$ cat src/irtcd_pkg.sv
// Package with shared constants for the IR touch calibration and press detector.
`default_nettype none

package irtcd_pkg;

    localparam int unsigned SAMPLE_W = 10;
    localparam int unsigned TIME_W   = 32;
    localparam int unsigned THR_W    = 11;
    localparam int unsigned RUNMIN_W = 11;
    localparam int unsigned COUNT_W  = 8;
    localparam int unsigned CFG_IDX_W  = 3;
    localparam int unsigned CFG_DATA_W = 16;
    localparam int unsigned IN_TDATA_W  = 48;
    localparam int unsigned OUT_TDATA_W = 24;

    localparam logic [TIME_W-1:0]   LONG_PRESS_MS    = 32'd3000;
    localparam logic [TIME_W-1:0]   LOCKOUT_MS       = 32'd1500;
    localparam logic [TIME_W-1:0]   HELD_RELEASE_MS  = 32'd200;
    localparam logic [TIME_W-1:0]   COUNT_RELEASE_MS = 32'd500;
    localparam logic [RUNMIN_W-1:0] MIN_RESET        = 11'd1025;
    localparam logic [THR_W-1:0]    THR_MAX          = 11'd1024;
    localparam logic [TIME_W-1:0]   BLINK_START_MS   = 32'd3000;
    localparam logic [COUNT_W-1:0]  COUNT_SAT        = 8'd255;

    localparam logic [CFG_IDX_W-1:0] REG_STABLE_MAX_CHANGE  = 3'd0;
    localparam logic [CFG_IDX_W-1:0] REG_CALIB_REPEATS      = 3'd1;
    localparam logic [CFG_IDX_W-1:0] REG_SLOPE_Q8_8         = 3'd2;
    localparam logic [CFG_IDX_W-1:0] REG_THRESHOLD_OFFSET   = 3'd3;
    localparam logic [CFG_IDX_W-1:0] REG_MAX_BASE_LEVEL     = 3'd4;
    localparam logic [CFG_IDX_W-1:0] REG_PRESS_COUNT_NEEDED = 3'd5;
    localparam logic [CFG_IDX_W-1:0] REG_BLINK_ON_MS        = 3'd6;
    localparam logic [CFG_IDX_W-1:0] REG_BLINK_OFF_MS       = 3'd7;

    localparam logic [9:0]         RST_STABLE_MAX_CHANGE  = 10'd10;
    localparam logic [7:0]         RST_CALIB_REPEATS      = 8'd20;
    localparam logic signed [15:0] RST_SLOPE_Q8_8         = -16'sd256;
    localparam logic [11:0]        RST_THRESHOLD_OFFSET   = 12'd1023;
    localparam logic [9:0]         RST_MAX_BASE_LEVEL     = 10'd900;
    localparam logic [7:0]         RST_PRESS_COUNT_NEEDED = 8'd3;
    localparam logic [15:0]        RST_BLINK_ON_MS        = 16'd100;
    localparam logic [15:0]        RST_BLINK_OFF_MS       = 16'd2000;

endpackage

`default_nettype wire

$ cat src/ir_touch_calibrate_detect.sv
// IR touch sensor auto-calibration and press detection, top level.
// A result appears on the master side in the cycle after its input transaction.
// Throughput: one input transaction per cycle; all work is one registered single pass.
// The slave side stays ready while the output register is empty or being taken.
// Reset is synchronous and active low; it restores the register defaults and all state but the output data.
`default_nettype none

module ir_touch_calibrate_detect (
    input  wire logic        i_clk,
    input  wire logic        i_rst_n,
    // tdata: ir_sample [9:0], now_ms [41:10], zero fill [47:42]
    input  wire logic [irtcd_pkg::IN_TDATA_W-1:0]  s_axis_tdata,
    input  wire logic        s_axis_tvalid,
    output logic             s_axis_tready,
    // tdata: press_event [0], long_press_release [1], calib_error [2],
    // newly_calibrated [3], is_calibrated [4], blink_phase [5],
    // press_threshold [16:6], zero fill [23:17]
    output logic [irtcd_pkg::OUT_TDATA_W-1:0] m_axis_tdata,
    output logic             m_axis_tvalid,
    input  wire logic        m_axis_tready,
    input  wire logic        i_cfg_valid,
    input  wire logic [irtcd_pkg::CFG_IDX_W-1:0]  i_cfg_index,
    input  wire logic [irtcd_pkg::CFG_DATA_W-1:0] i_cfg_data,
    output logic             o_cfg_ready
);

    // Configuration registers
    logic [9:0]         r_stable_max_change;
    logic [7:0]         r_calib_repeats;
    logic signed [15:0] r_slope;
    logic [11:0]        r_threshold_offset;
    logic [9:0]         r_max_base_level;
    logic [7:0]         r_press_count_needed;
    logic [15:0]        r_blink_on_ms;
    logic [15:0]        r_blink_off_ms;

    // State
    logic [irtcd_pkg::SAMPLE_W-1:0] r_prev, n_prev;
    logic [irtcd_pkg::RUNMIN_W-1:0] r_run_min, n_run_min;
    logic [irtcd_pkg::SAMPLE_W-1:0] r_run_max, n_run_max;
    logic [irtcd_pkg::COUNT_W-1:0]  r_stable_count, n_stable_count;
    logic [irtcd_pkg::THR_W-1:0]    r_threshold, n_threshold;
    logic                           r_calibrated, n_calibrated;
    logic                           r_ever_cal, n_ever_cal;
    logic                           r_blink, n_blink;
    logic [irtcd_pkg::TIME_W-1:0]   r_next_blink, n_next_blink;
    logic [irtcd_pkg::TIME_W-1:0]   r_calib_lock, n_calib_lock;
    logic [irtcd_pkg::TIME_W-1:0]   r_press_lock, n_press_lock;
    logic [irtcd_pkg::COUNT_W-1:0]  r_press_counter, n_press_counter;
    logic [irtcd_pkg::TIME_W-1:0]   r_last_seen, n_last_seen;
    logic [irtcd_pkg::TIME_W-1:0]   r_press_start, n_press_start;

    logic                                r_out_valid;
    logic [irtcd_pkg::OUT_TDATA_W-1:0]   r_out_data, n_out_data;

    // Working signals
    logic                           in_accept;
    logic [irtcd_pkg::SAMPLE_W-1:0] sample;
    logic [irtcd_pkg::TIME_W-1:0]   now;
    logic [irtcd_pkg::RUNMIN_W-1:0] sample_ext;
    logic                           cal_run;
    logic [irtcd_pkg::SAMPLE_W-1:0] diff;
    logic                           is_stable;
    logic [irtcd_pkg::COUNT_W-1:0]  count1;
    logic [irtcd_pkg::RUNMIN_W-1:0] min1;
    logic [irtcd_pkg::SAMPLE_W-1:0] max1;
    logic                           attempt;
    logic                           range_bad;
    logic [11:0]                    mid_sum;
    logic [9:0]                     mid;
    logic signed [26:0]             prod;
    logic signed [18:0]             scaled;
    logic signed [19:0]             thr_raw;
    logic [irtcd_pkg::THR_W-1:0]    thr_sat;
    logic                           calib_err;
    logic                           newly_cal;
    logic                           det_run;
    logic                           over_thr;
    logic [irtcd_pkg::COUNT_W-1:0]  count_inc;
    logic                           press_evt;
    logic                           long_rel;

    assign in_accept     = s_axis_tvalid && s_axis_tready;
    assign s_axis_tready = !r_out_valid || m_axis_tready;
    assign m_axis_tvalid = r_out_valid;
    assign m_axis_tdata  = r_out_data;
    assign o_cfg_ready   = 1'b1;

    assign sample     = s_axis_tdata[9:0];
    assign now        = s_axis_tdata[41:10];
    assign sample_ext = {1'b0, sample};

    // Threshold arithmetic from the midpoint
    assign mid_sum = {2'b00, max1} + {1'b0, min1};
    assign mid     = mid_sum[10:1];
    assign prod    = $signed({1'b0, mid}) * r_slope;
    assign scaled  = prod[26:8];
    assign thr_raw = {scaled[18], scaled} + $signed({8'b0, r_threshold_offset});

    always_comb begin
        if (thr_raw < 20'sd0) begin
            thr_sat = '0;
        end else if (thr_raw > $signed({9'b0, irtcd_pkg::THR_MAX})) begin
            thr_sat = irtcd_pkg::THR_MAX;
        end else begin
            thr_sat = thr_raw[10:0];
        end
    end

    // Calibration stage
    always_comb begin
        cal_run   = !(now < r_calib_lock);
        diff      = (sample > r_prev) ? (sample - r_prev) : (r_prev - sample);
        is_stable = diff < r_stable_max_change;
        if (is_stable) begin
            count1 = (r_stable_count != irtcd_pkg::COUNT_SAT) ? r_stable_count + 8'd1
                                                              : r_stable_count;
            min1   = (sample_ext < r_run_min) ? sample_ext : r_run_min;
            max1   = (sample > r_run_max) ? sample : r_run_max;
        end else begin
            count1 = '0;
            min1   = sample_ext;
            max1   = sample;
        end
        attempt   = count1 >= r_calib_repeats;
        range_bad = ({1'b0, max1} >= min1)
                    && (({1'b0, max1} - min1) >= {1'b0, r_stable_max_change});

        n_blink        = r_blink;
        n_next_blink   = r_next_blink;
        n_prev         = r_prev;
        n_run_min      = r_run_min;
        n_run_max      = r_run_max;
        n_stable_count = r_stable_count;
        n_threshold    = r_threshold;
        n_calibrated   = r_calibrated;
        n_ever_cal     = r_ever_cal;
        calib_err      = 1'b0;
        newly_cal      = 1'b0;

        if (cal_run && !r_ever_cal && (now > r_next_blink)) begin
            n_blink      = !r_blink;
            n_next_blink = r_next_blink + (n_blink ? {16'b0, r_blink_on_ms}
                                                   : {16'b0, r_blink_off_ms});
        end

        if (cal_run && (r_press_counter == '0)) begin
            if (attempt && range_bad) begin
                n_stable_count = '0;
                n_run_min      = sample_ext;
                n_run_max      = sample;
            end else begin
                n_prev = sample;
                if (attempt) begin
                    if (mid > r_max_base_level) begin
                        calib_err    = 1'b1;
                        n_calibrated = 1'b0;
                    end else begin
                        newly_cal    = !r_calibrated;
                        n_calibrated = 1'b1;
                        n_ever_cal   = 1'b1;
                        n_threshold  = thr_sat;
                    end
                    n_stable_count = '0;
                    n_run_min      = irtcd_pkg::MIN_RESET;
                    n_run_max      = '0;
                end else begin
                    n_stable_count = count1;
                    n_run_min      = min1;
                    n_run_max      = max1;
                end
            end
        end
    end

    // Press stage, working on the state left by the calibration stage
    always_comb begin
        det_run   = n_calibrated && !(now < r_press_lock);
        over_thr  = {1'b0, sample} >= n_threshold;
        count_inc = r_press_counter + 8'd1;

        n_press_counter = r_press_counter;
        n_last_seen     = r_last_seen;
        n_press_start   = r_press_start;
        n_calib_lock    = r_calib_lock;
        n_press_lock    = r_press_lock;
        press_evt       = 1'b0;
        long_rel        = 1'b0;

        if (det_run) begin
            if (r_press_counter == r_press_count_needed) begin
                if (over_thr) begin
                    n_last_seen = now;
                    if (now > r_press_start + irtcd_pkg::LONG_PRESS_MS) begin
                        n_press_counter = '0;
                        n_calib_lock    = now + irtcd_pkg::LOCKOUT_MS;
                        n_press_lock    = now + irtcd_pkg::LOCKOUT_MS;
                        long_rel        = 1'b1;
                    end
                end else if (now > r_last_seen + irtcd_pkg::HELD_RELEASE_MS) begin
                    n_press_counter = '0;
                end
            end else if (over_thr) begin
                n_press_counter = count_inc;
                n_last_seen     = now;
                if (count_inc == r_press_count_needed) begin
                    n_press_start = now;
                    press_evt     = 1'b1;
                end
            end else if (now > r_last_seen + irtcd_pkg::COUNT_RELEASE_MS) begin
                n_press_counter = '0;
            end
        end

        n_out_data = {7'b0, n_threshold, n_blink, n_calibrated, newly_cal, calib_err,
                      long_rel, press_evt};
    end

    // Configuration registers
    always_ff @(posedge i_clk) begin
        if (!i_rst_n) begin
            r_stable_max_change  <= irtcd_pkg::RST_STABLE_MAX_CHANGE;
            r_calib_repeats      <= irtcd_pkg::RST_CALIB_REPEATS;
            r_slope              <= irtcd_pkg::RST_SLOPE_Q8_8;
            r_threshold_offset   <= irtcd_pkg::RST_THRESHOLD_OFFSET;
            r_max_base_level     <= irtcd_pkg::RST_MAX_BASE_LEVEL;
            r_press_count_needed <= irtcd_pkg::RST_PRESS_COUNT_NEEDED;
            r_blink_on_ms        <= irtcd_pkg::RST_BLINK_ON_MS;
            r_blink_off_ms       <= irtcd_pkg::RST_BLINK_OFF_MS;
        end else if (i_cfg_valid) begin
            unique case (i_cfg_index)
                irtcd_pkg::REG_STABLE_MAX_CHANGE:  r_stable_max_change  <= i_cfg_data[9:0];
                irtcd_pkg::REG_CALIB_REPEATS:      r_calib_repeats      <= i_cfg_data[7:0];
                irtcd_pkg::REG_SLOPE_Q8_8:         r_slope              <= $signed(i_cfg_data);
                irtcd_pkg::REG_THRESHOLD_OFFSET:   r_threshold_offset   <= i_cfg_data[11:0];
                irtcd_pkg::REG_MAX_BASE_LEVEL:     r_max_base_level     <= i_cfg_data[9:0];
                irtcd_pkg::REG_PRESS_COUNT_NEEDED: r_press_count_needed <= i_cfg_data[7:0];
                irtcd_pkg::REG_BLINK_ON_MS:        r_blink_on_ms        <= i_cfg_data;
                irtcd_pkg::REG_BLINK_OFF_MS:       r_blink_off_ms       <= i_cfg_data;
                default: ;
            endcase
        end
    end

    // Block state
    always_ff @(posedge i_clk) begin
        if (!i_rst_n) begin
            r_prev          <= '0;
            r_run_min       <= irtcd_pkg::MIN_RESET;
            r_run_max       <= '0;
            r_stable_count  <= '0;
            r_threshold     <= '0;
            r_calibrated    <= 1'b0;
            r_ever_cal      <= 1'b0;
            r_blink         <= 1'b1;
            r_next_blink    <= irtcd_pkg::BLINK_START_MS;
            r_calib_lock    <= '0;
            r_press_lock    <= '0;
            r_press_counter <= '0;
            r_last_seen     <= '0;
            r_press_start   <= '0;
        end else if (in_accept) begin
            r_prev          <= n_prev;
            r_run_min       <= n_run_min;
            r_run_max       <= n_run_max;
            r_stable_count  <= n_stable_count;
            r_threshold     <= n_threshold;
            r_calibrated    <= n_calibrated;
            r_ever_cal      <= n_ever_cal;
            r_blink         <= n_blink;
            r_next_blink    <= n_next_blink;
            r_calib_lock    <= n_calib_lock;
            r_press_lock    <= n_press_lock;
            r_press_counter <= n_press_counter;
            r_last_seen     <= n_last_seen;
            r_press_start   <= n_press_start;
        end
    end

    // Output register
    always_ff @(posedge i_clk) begin
        if (!i_rst_n) begin
            r_out_valid <= 1'b0;
        end else if (in_accept) begin
            r_out_valid <= 1'b1;
        end else if (m_axis_tready) begin
            r_out_valid <= 1'b0;
        end
    end

    always_ff @(posedge i_clk) begin
        if (in_accept) begin
            r_out_data <= n_out_data;
        end
    end

    // Assertions
    a_cal_implies_ever: assert property (@(posedge i_clk) disable iff (!i_rst_n)
        r_calibrated |-> r_ever_cal)
        else $error("Calibrated flag set without a past calibration.");

    a_thr_range: assert property (@(posedge i_clk) disable iff (!i_rst_n)
        r_threshold <= irtcd_pkg::THR_MAX)
        else $error("Press threshold out of range.");

    a_result_follows: assert property (@(posedge i_clk) disable iff (!i_rst_n)
        in_accept |=> m_axis_tvalid)
        else $error("No result after an input transaction.");

    a_long_release: assert property (@(posedge i_clk) disable iff (!i_rst_n)
        (in_accept && long_rel) |=> (r_press_counter == '0) && (r_press_lock == r_calib_lock))
        else $error("Long press release left detection active or locks unequal.");

endmodule

`default_nettype wire

$ cat config.mk
export PLATFORM = sky130hd
export DESIGN_NAME = ir_touch_calibrate_detect
export DESIGN_NICKNAME = d
export VERILOG_FILES = /design/src/irtcd_pkg.sv /design/src/ir_touch_calibrate_detect.sv
export SDC_FILE = /design/constraint.sdc
export NUM_CORES = 2
export LEC_CHECK = 0
export BUFFER_PORTS_ARGS = -buffer_cell sky130_fd_sc_hd__buf_2
export CAP_MARGIN = 20
export CORE_ASPECT_RATIO = 0.5
export CORE_MARGIN = 4
export CORE_UTILIZATION = 35
export CTS_CLUSTER_DIAMETER = 200
export DETAILED_ROUTE_END_ITERATION = 6
export SYNTH_ARGS = -nofsm -noshare
export SYNTH_HDL_FRONTEND = slang
export SYNTH_SLANG_ARGS = --single-unit
$ cat constraint.sdc
create_clock -name i_clk -period 22.7 [get_ports i_clk]
set_input_delay 4.54 -clock i_clk [delete_from_list [all_inputs] [get_ports i_clk]]
set_output_delay 4.54 -clock i_clk [all_outputs]
set_load 0.01 [all_outputs]
Word-level counts from Yosys, hierarchy flattened
Index checks and enable logic that the tools add are counted.
{ "classes": {"addsub": 12, "multipliers": 1, "n_lt_le_gt_ge": 16, "eq_ne": 12, "muxes": 36, "bitwise_logic": 7, "reduce_logical": 37} }
{ "ops": {"columns": ["op", "n"], "rows": [
  ["32-bit greater-than comparator", 4],
  ["11-bit 2-to-1 mux", 10],
  ["8-bit 2-to-1 mux", 10],
  ["10-bit 2-to-1 mux", 5],
  ["32-bit by 11-bit adder with 32-bit output, second input constant", 1],
  ["32-bit by 12-bit adder with 32-bit output, second input constant", 1],
  ["32-bit by 16-bit adder with 32-bit output", 1],
  ["32-bit by 8-bit adder with 32-bit output, second input constant", 1],
  ["32-bit by 9-bit adder with 32-bit output, second input constant", 1],
  ["32-bit < comparator", 1],
  ["10-bit greater-than comparator", 3],
  ["11-bit by 16-bit multiplier with 27-bit output", 1],
  ["10-bit by 11-bit >= comparator with 1-bit output", 2],
  ["19-bit by 13-bit adder with 20-bit output", 1],
  ["20-bit by 12-bit greater-than comparator with 1-bit output, second input constant", 1],
  ["20-bit by 1-bit < comparator with 1-bit output, second input constant", 1],
  ["2-bit AND reduction", 10],
  ["5-bit AND reduction", 4],
  ["10-bit subtractor", 2],
  ["8-bit by 1-bit adder with 8-bit output, second input constant", 2],
  ["8-bit equality test", 2],
  ["16-bit 2-to-1 mux", 1],
  ["3-bit equality test, second input constant", 4],
  ["10-bit by 11-bit adder with 11-bit output", 1],
  ["21 further kinds", 51]
]} }
{ "word_totals": {"register_bits": 303, "output_inout_bits": 27, "word_cells": 148} }

Longest topological paths before layout
{ "logic_depth": {"depth_word": 17, "mapped_depth": 87, "ltp_nobuf": 79} }

Least setup slack after synthesis
No wires, ideal clock.
{ "synth_path": {"path_kind": "input to register", "startpoint": "input s_axis_tdata[0] in the netlist's numbering", "endpoint": "register r_last_seen[15] in the netlist's numbering", "setup_ps": 128, "t_arrival_ps": 21003, "required_ps": 22572, "setup_slack_ps": 1570, "path_stages": 81, "path_buffers": 8, "cell_sequence": "inv_1 > ha_1 > inv_1 > fa_1 > a21o_1 > a21o_1 > a21o_1 > a21o_1 > a21o_1 > a21oi_1 > o21ai_1 > clkbuf_1 > mux2_2 > ha_1 > a21boi_0 > o21a_1 > o21a_1 > o21a_1 > [... 45 more ...] > a211oi_1 > clkbuf_1 > nor2b_1 > mux2i_1 > ha_1 > a21o_1 > a21oi_1 > o21ai_0 > o31ai_1 > a21oi_1 > o22ai_1 > or3b_1 > a211o_1 > a21oi_1 > buf_4 > buf_4 > mux2i_1 > nor2_1"} }
{ "synth_between": {"elab_chain_cells": 16} }
{ "synth_rtl": {"columns": ["element", "line", "source"], "rows": [
  ["from (decl)", "ir_touch_calibrate_detect.sv:12", "input wire logic [irtcd_pkg::IN_TDATA_W-1:0] s_axis_tdata,"],
  ["10-bit subtractor or 10-bit greater-than comparator (tied branches)", "ir_touch_calibrate_detect.sv:113", "diff = (sample > r_prev) ? (sample - r_prev) : (r_prev - sample);"],
  ["10-bit 2-to-1 mux", "ir_touch_calibrate_detect.sv:113", null],
  ["10-bit < comparator", "ir_touch_calibrate_detect.sv:114", "is_stable = diff < r_stable_max_change;"],
  ["10-bit 2-to-1 mux or 11-bit 2-to-1 mux (tied branches)", "ir_touch_calibrate_detect.sv:115", "if (is_stable) begin"],
  ["10-bit by 11-bit adder with 11-bit output", "ir_touch_calibrate_detect.sv:94", "assign mid_sum = {2'b00, max1} + {1'b0, min1};"],
  ["11-bit by 16-bit multiplier with 27-bit output", "ir_touch_calibrate_detect.sv:96", "assign prod = $signed({1'b0, mid}) * r_slope;"],
  ["19-bit by 13-bit adder with 20-bit output", "ir_touch_calibrate_detect.sv:98", "assign thr_raw = {scaled[18], scaled} + $signed({8'b0, r_threshold_offset});"],
  ["20-bit by 12-bit greater-than comparator with 1-bit output", "ir_touch_calibrate_detect.sv:103", "end else if (thr_raw > $signed({9'b0, irtcd_pkg::THR_MAX})) begin"],
  ["11-bit 2-to-1 mux", "ir_touch_calibrate_detect.sv:103", null],
  ["11-bit 2-to-1 mux", "ir_touch_calibrate_detect.sv:101", "if (thr_raw < 20'sd0) begin"],
  ["11-bit 2-to-1 mux", "ir_touch_calibrate_detect.sv:155", "if (mid > r_max_base_level) begin"],
  ["11-bit 2-to-1 mux", "ir_touch_calibrate_detect.sv:154", "if (attempt) begin"],
  ["11-bit 2-to-1 mux", "ir_touch_calibrate_detect.sv:148", "if (attempt && range_bad) begin"],
  ["11-bit 2-to-1 mux", "ir_touch_calibrate_detect.sv:147", "if (cal_run && (r_press_counter == '0)) begin"],
  ["10-bit by 11-bit >= comparator with 1-bit output", "ir_touch_calibrate_detect.sv:179", "over_thr = {1'b0, sample} >= n_threshold;"],
  ["3-bit AND reduction (no line) (*)", null, null],
  ["to (signal assigned)", "ir_touch_calibrate_detect.sv:275", "r_last_seen <= n_last_seen;"],
  ["to (decl)", "ir_touch_calibrate_detect.sv:50", "logic [irtcd_pkg::TIME_W-1:0] r_last_seen, n_last_seen;"]
]} }
Mark *: on every way between the ends. The rest lies on a longest branch, timed or not.
A chain may end at the register's enable or synchronous reset.

Worst setup path after layout
{ "layout_path": {"startpoint": "input s_axis_tdata[0] in the netlist's numbering", "endpoint": "register r_press_lock[11] in the netlist's numbering"} }
{ "layout_between": {"elab_chain_cells": 16} }
{ "layout_rtl": {"columns": ["element", "line", "source"], "rows": [
  ["10-bit subtractor or 10-bit greater-than comparator (tied branches)", "ir_touch_calibrate_detect.sv:113", null],
  ["10-bit 2-to-1 mux", "ir_touch_calibrate_detect.sv:113", null],
  ["10-bit < comparator", "ir_touch_calibrate_detect.sv:114", null],
  ["10-bit 2-to-1 mux or 11-bit 2-to-1 mux (tied branches)", "ir_touch_calibrate_detect.sv:115", null],
  ["10-bit by 11-bit adder with 11-bit output", "ir_touch_calibrate_detect.sv:94", null],
  ["11-bit by 16-bit multiplier with 27-bit output", "ir_touch_calibrate_detect.sv:96", null],
  ["19-bit by 13-bit adder with 20-bit output", "ir_touch_calibrate_detect.sv:98", null],
  ["20-bit by 12-bit greater-than comparator with 1-bit output", "ir_touch_calibrate_detect.sv:103", null],
  ["11-bit 2-to-1 mux", "ir_touch_calibrate_detect.sv:103", null],
  ["11-bit 2-to-1 mux", "ir_touch_calibrate_detect.sv:101", null],
  ["11-bit 2-to-1 mux", "ir_touch_calibrate_detect.sv:155", null],
  ["11-bit 2-to-1 mux", "ir_touch_calibrate_detect.sv:154", null],
  ["11-bit 2-to-1 mux", "ir_touch_calibrate_detect.sv:148", null],
  ["11-bit 2-to-1 mux", "ir_touch_calibrate_detect.sv:147", null],
  ["10-bit by 11-bit >= comparator with 1-bit output", "ir_touch_calibrate_detect.sv:179", null],
  ["5-bit AND reduction (no line) (*)", null, null],
  ["to (signal assigned)", "ir_touch_calibrate_detect.sv:273", "r_press_lock <= n_press_lock;"],
  ["to (decl)", "ir_touch_calibrate_detect.sv:48", "logic [irtcd_pkg::TIME_W-1:0] r_press_lock, n_press_lock;"]
]} }
Marked as above.

==> flow_summary.yaml <==
setup_path:
  slowest_delay_ps: 580
  crit_fanout: 31
  crit_family: "compound AO/OA/AOI/OAI gates"
  crit_buf_inv: 8
  path_common_cell: "a21oi_1"
  critPathRequiredTime_ps: 23150
  critPathLaunchType: "primary input"
  cp_slowest_cell: "or4_1"
  end_kind: "flip-flop"
  crit_type: "in2reg"
  arrival_ps: 22180
sta:
  skew_ps: 27.9
  maxSlewViolCount: 0
  grt_setup_unrepaired: "no"
  setup_viol: 0
  fin_crit_ps: 21720
  tightest_slew_ps: 1090
  fmax_mhz: 46.0
  period_share: 0.957
  fin_tns_setup_ps: 0
  hold_viol: 0
  relSlewSlack: 0.266
yosys:
  synth_area_leaders: "dfxtp_1, ha_1, fa_1, nand2_1, inv_1"
  synth-main-ff-cell: "dfxtp_1"
  synth_commonest_cells: "nand2_1, inv_1, ha_1"
  ys_seq_area_frac: 0.219
  synth_edf_count: 17
  synth.distinct_cells: 80
  yosysTopAreaCell: "dfxtp_1"
  avgSynthCellArea_um2: 8.15
  syn_inst: 3485
  yosysTopAreaCellShare: 0.202
  synth_warnings: 0
  synth_most_common_cell: "nand2_1"
  synth.ff_latch_count: 303
  synth_area_um2: 28400
  ys_async_sr_fraction: 0
clock_tree:
  clkTransAtPathRegs_ps: 60
  cts_max_path_buffers: 3
  cts_hold_buf: 0
  clk_latency_ps: 560
  htreeDepth: 2
  cts_buffers: 36
  cts_tree: "built"
  clock-sinks: 303
  cts_root_buf: "clkbuf_16"
global_route:
  grt_pass1_vias: 23400
  grt_use_total: 0.179
  grt_first_pass_wirelength_um: 126000
  overflow: 0
  antenna_found_initial: 4
  grt_max_degree: 98
detailed_routing:
  drtAntennaViolNets: 0
  wirelength_um: 78300
  wl_per_cell_um: 16.9
  drtIter0Drc: 1455
  num_vias: 23800
  first_pass_iters: 5
  post_drt_via_cell_ratio: 5.14
  drc: 0
hold_path:
  hold_path_class: "reg2reg"
finish:
  area_growth_pct: 10.3
  layout.nets: 4093
  layout.cells.non_filler: 4632
  final_layout_size_suffix_gt1_frac: 0.0714
die:
  core_area_um2: 79900
  die-area_um2: 86100
  start_util: 0.355
  num_rows: 73
  die_w_um: 411
  ioPinCount: 99
  die_y_um: 209
placed_design:
  dp_cells: 4557
  dp_hpwl_um: 59300
  portBuffers: 84
  place_congestion: 0.898
outcome:
  status: "complete, no violations"
run:
  drv_cap: 0
[timing repair]
action,CTS,global route
resized for setup,0,17
endpoints found under the hold margin,0,0
setup buffers,0,3
setup endpoints to repair,0,105
[final timing paths]
check	startpoint	to	slack (ps)	cells after the start
setup reg to reg	r_prev[0]	r_press_lock[11]	4820	72
setup / recovery	s_axis_tdata[0]	r_press_lock[11]	980	74
hold / removal	r_threshold[3]	r_threshold[3]	450	2
hold reg to reg	r_threshold[3]	r_threshold[3]	450	2
[through the flow]
step           hold slack [ps]  instance area (µm²)   util  worst slack (ps)
3_5_place_dp               443                30000  0.375             0.343
3_3_place_gp               438                30000  0.375               160
5_1_grt                    471                31300  0.392              18.8
4_1_cts                    450                31200  0.390               486
2_1_floorplan              432                28400      -              1570
6_report                   451                31300  0.392               976
[per-layer routing]
layer / wire, µm / track usage
met2: 37000 / 0.305
met4: 2200 / 0.0545
met5: 12 / 0
met1: 35700 / 0.237
met3: 3440 / 0.0244
[registers in the layout (all words and copies together) (netlist names), 11 cells and up]
register and flops:
r_threshold 11, r_threshold_offset 12, r_next_blink 32, r_press_start 32, r_press_lock 32, r_run_min 11, r_last_seen 32, r_blink_off_ms 16
r_slope 16, m_axis_tdata 17, r_blink_on_ms 16
[cells in the final DEF, fill, tap and decap left out, types with 39 or more instances in the layout]
master     netlist  layout
dfxtp_1        286     286
nand3_1        104     104
inv_1          371     370
buf_2            6      83
buf_4           17      46
nand2_1        537     537
nand4_1         61      61
xnor2_1        126     123
a21oi_1        199     193
nor2_1         223     222
nor2b_1         49      48
xor2_1          75      75
a211oi_1        40      40
a21o_1          90      90
fa_1           150     150
ha_1           357     356
mux2i_1        115     115
nor3_1          39      39
o21ai_0         90      86
clkbuf_16        0      39
and2_1          68      67
[cells by family after synthesis]
kind of cell / synth area share
buf+inv: 0.0721
mux: 0.0488
other cells: 0.000264
fa+ha+maj: 0.263
xor+xnor: 0.0625
compound gates: 0.142
flops: 0.219
simple gates: 0.192
[final cells by class]
cell class,count,area (µm²)
Fill cell,8137,48600
Multi-Input combinational cell,2664,20200
Sequential cell,303,6240
Inverter,371,1400
Tap cell,1087,1360
Clock buffer,55,1060
Timing Repair Buffer,138,910
Clock inverter,10,138
Antenna cell,4,10.0
[worst reg2reg max path, delay by kind of cell, from the launching register on]
| family | cells | cell delay, ps |
|---|---|---|
| compound gates | 35 | 6520 |
| fa+ha+maj | 13 | 5180 |
| simple gates | 13 | 3190 |
| buf+inv | 6 | 1080 |
| mux | 3 | 860 |
| xor+xnor | 2 | 560 |
| flops | 1 | 350 |
Power is not shown: default switching activity piles up to over one toggle a cycle in this logic, so the estimate is an artifact.
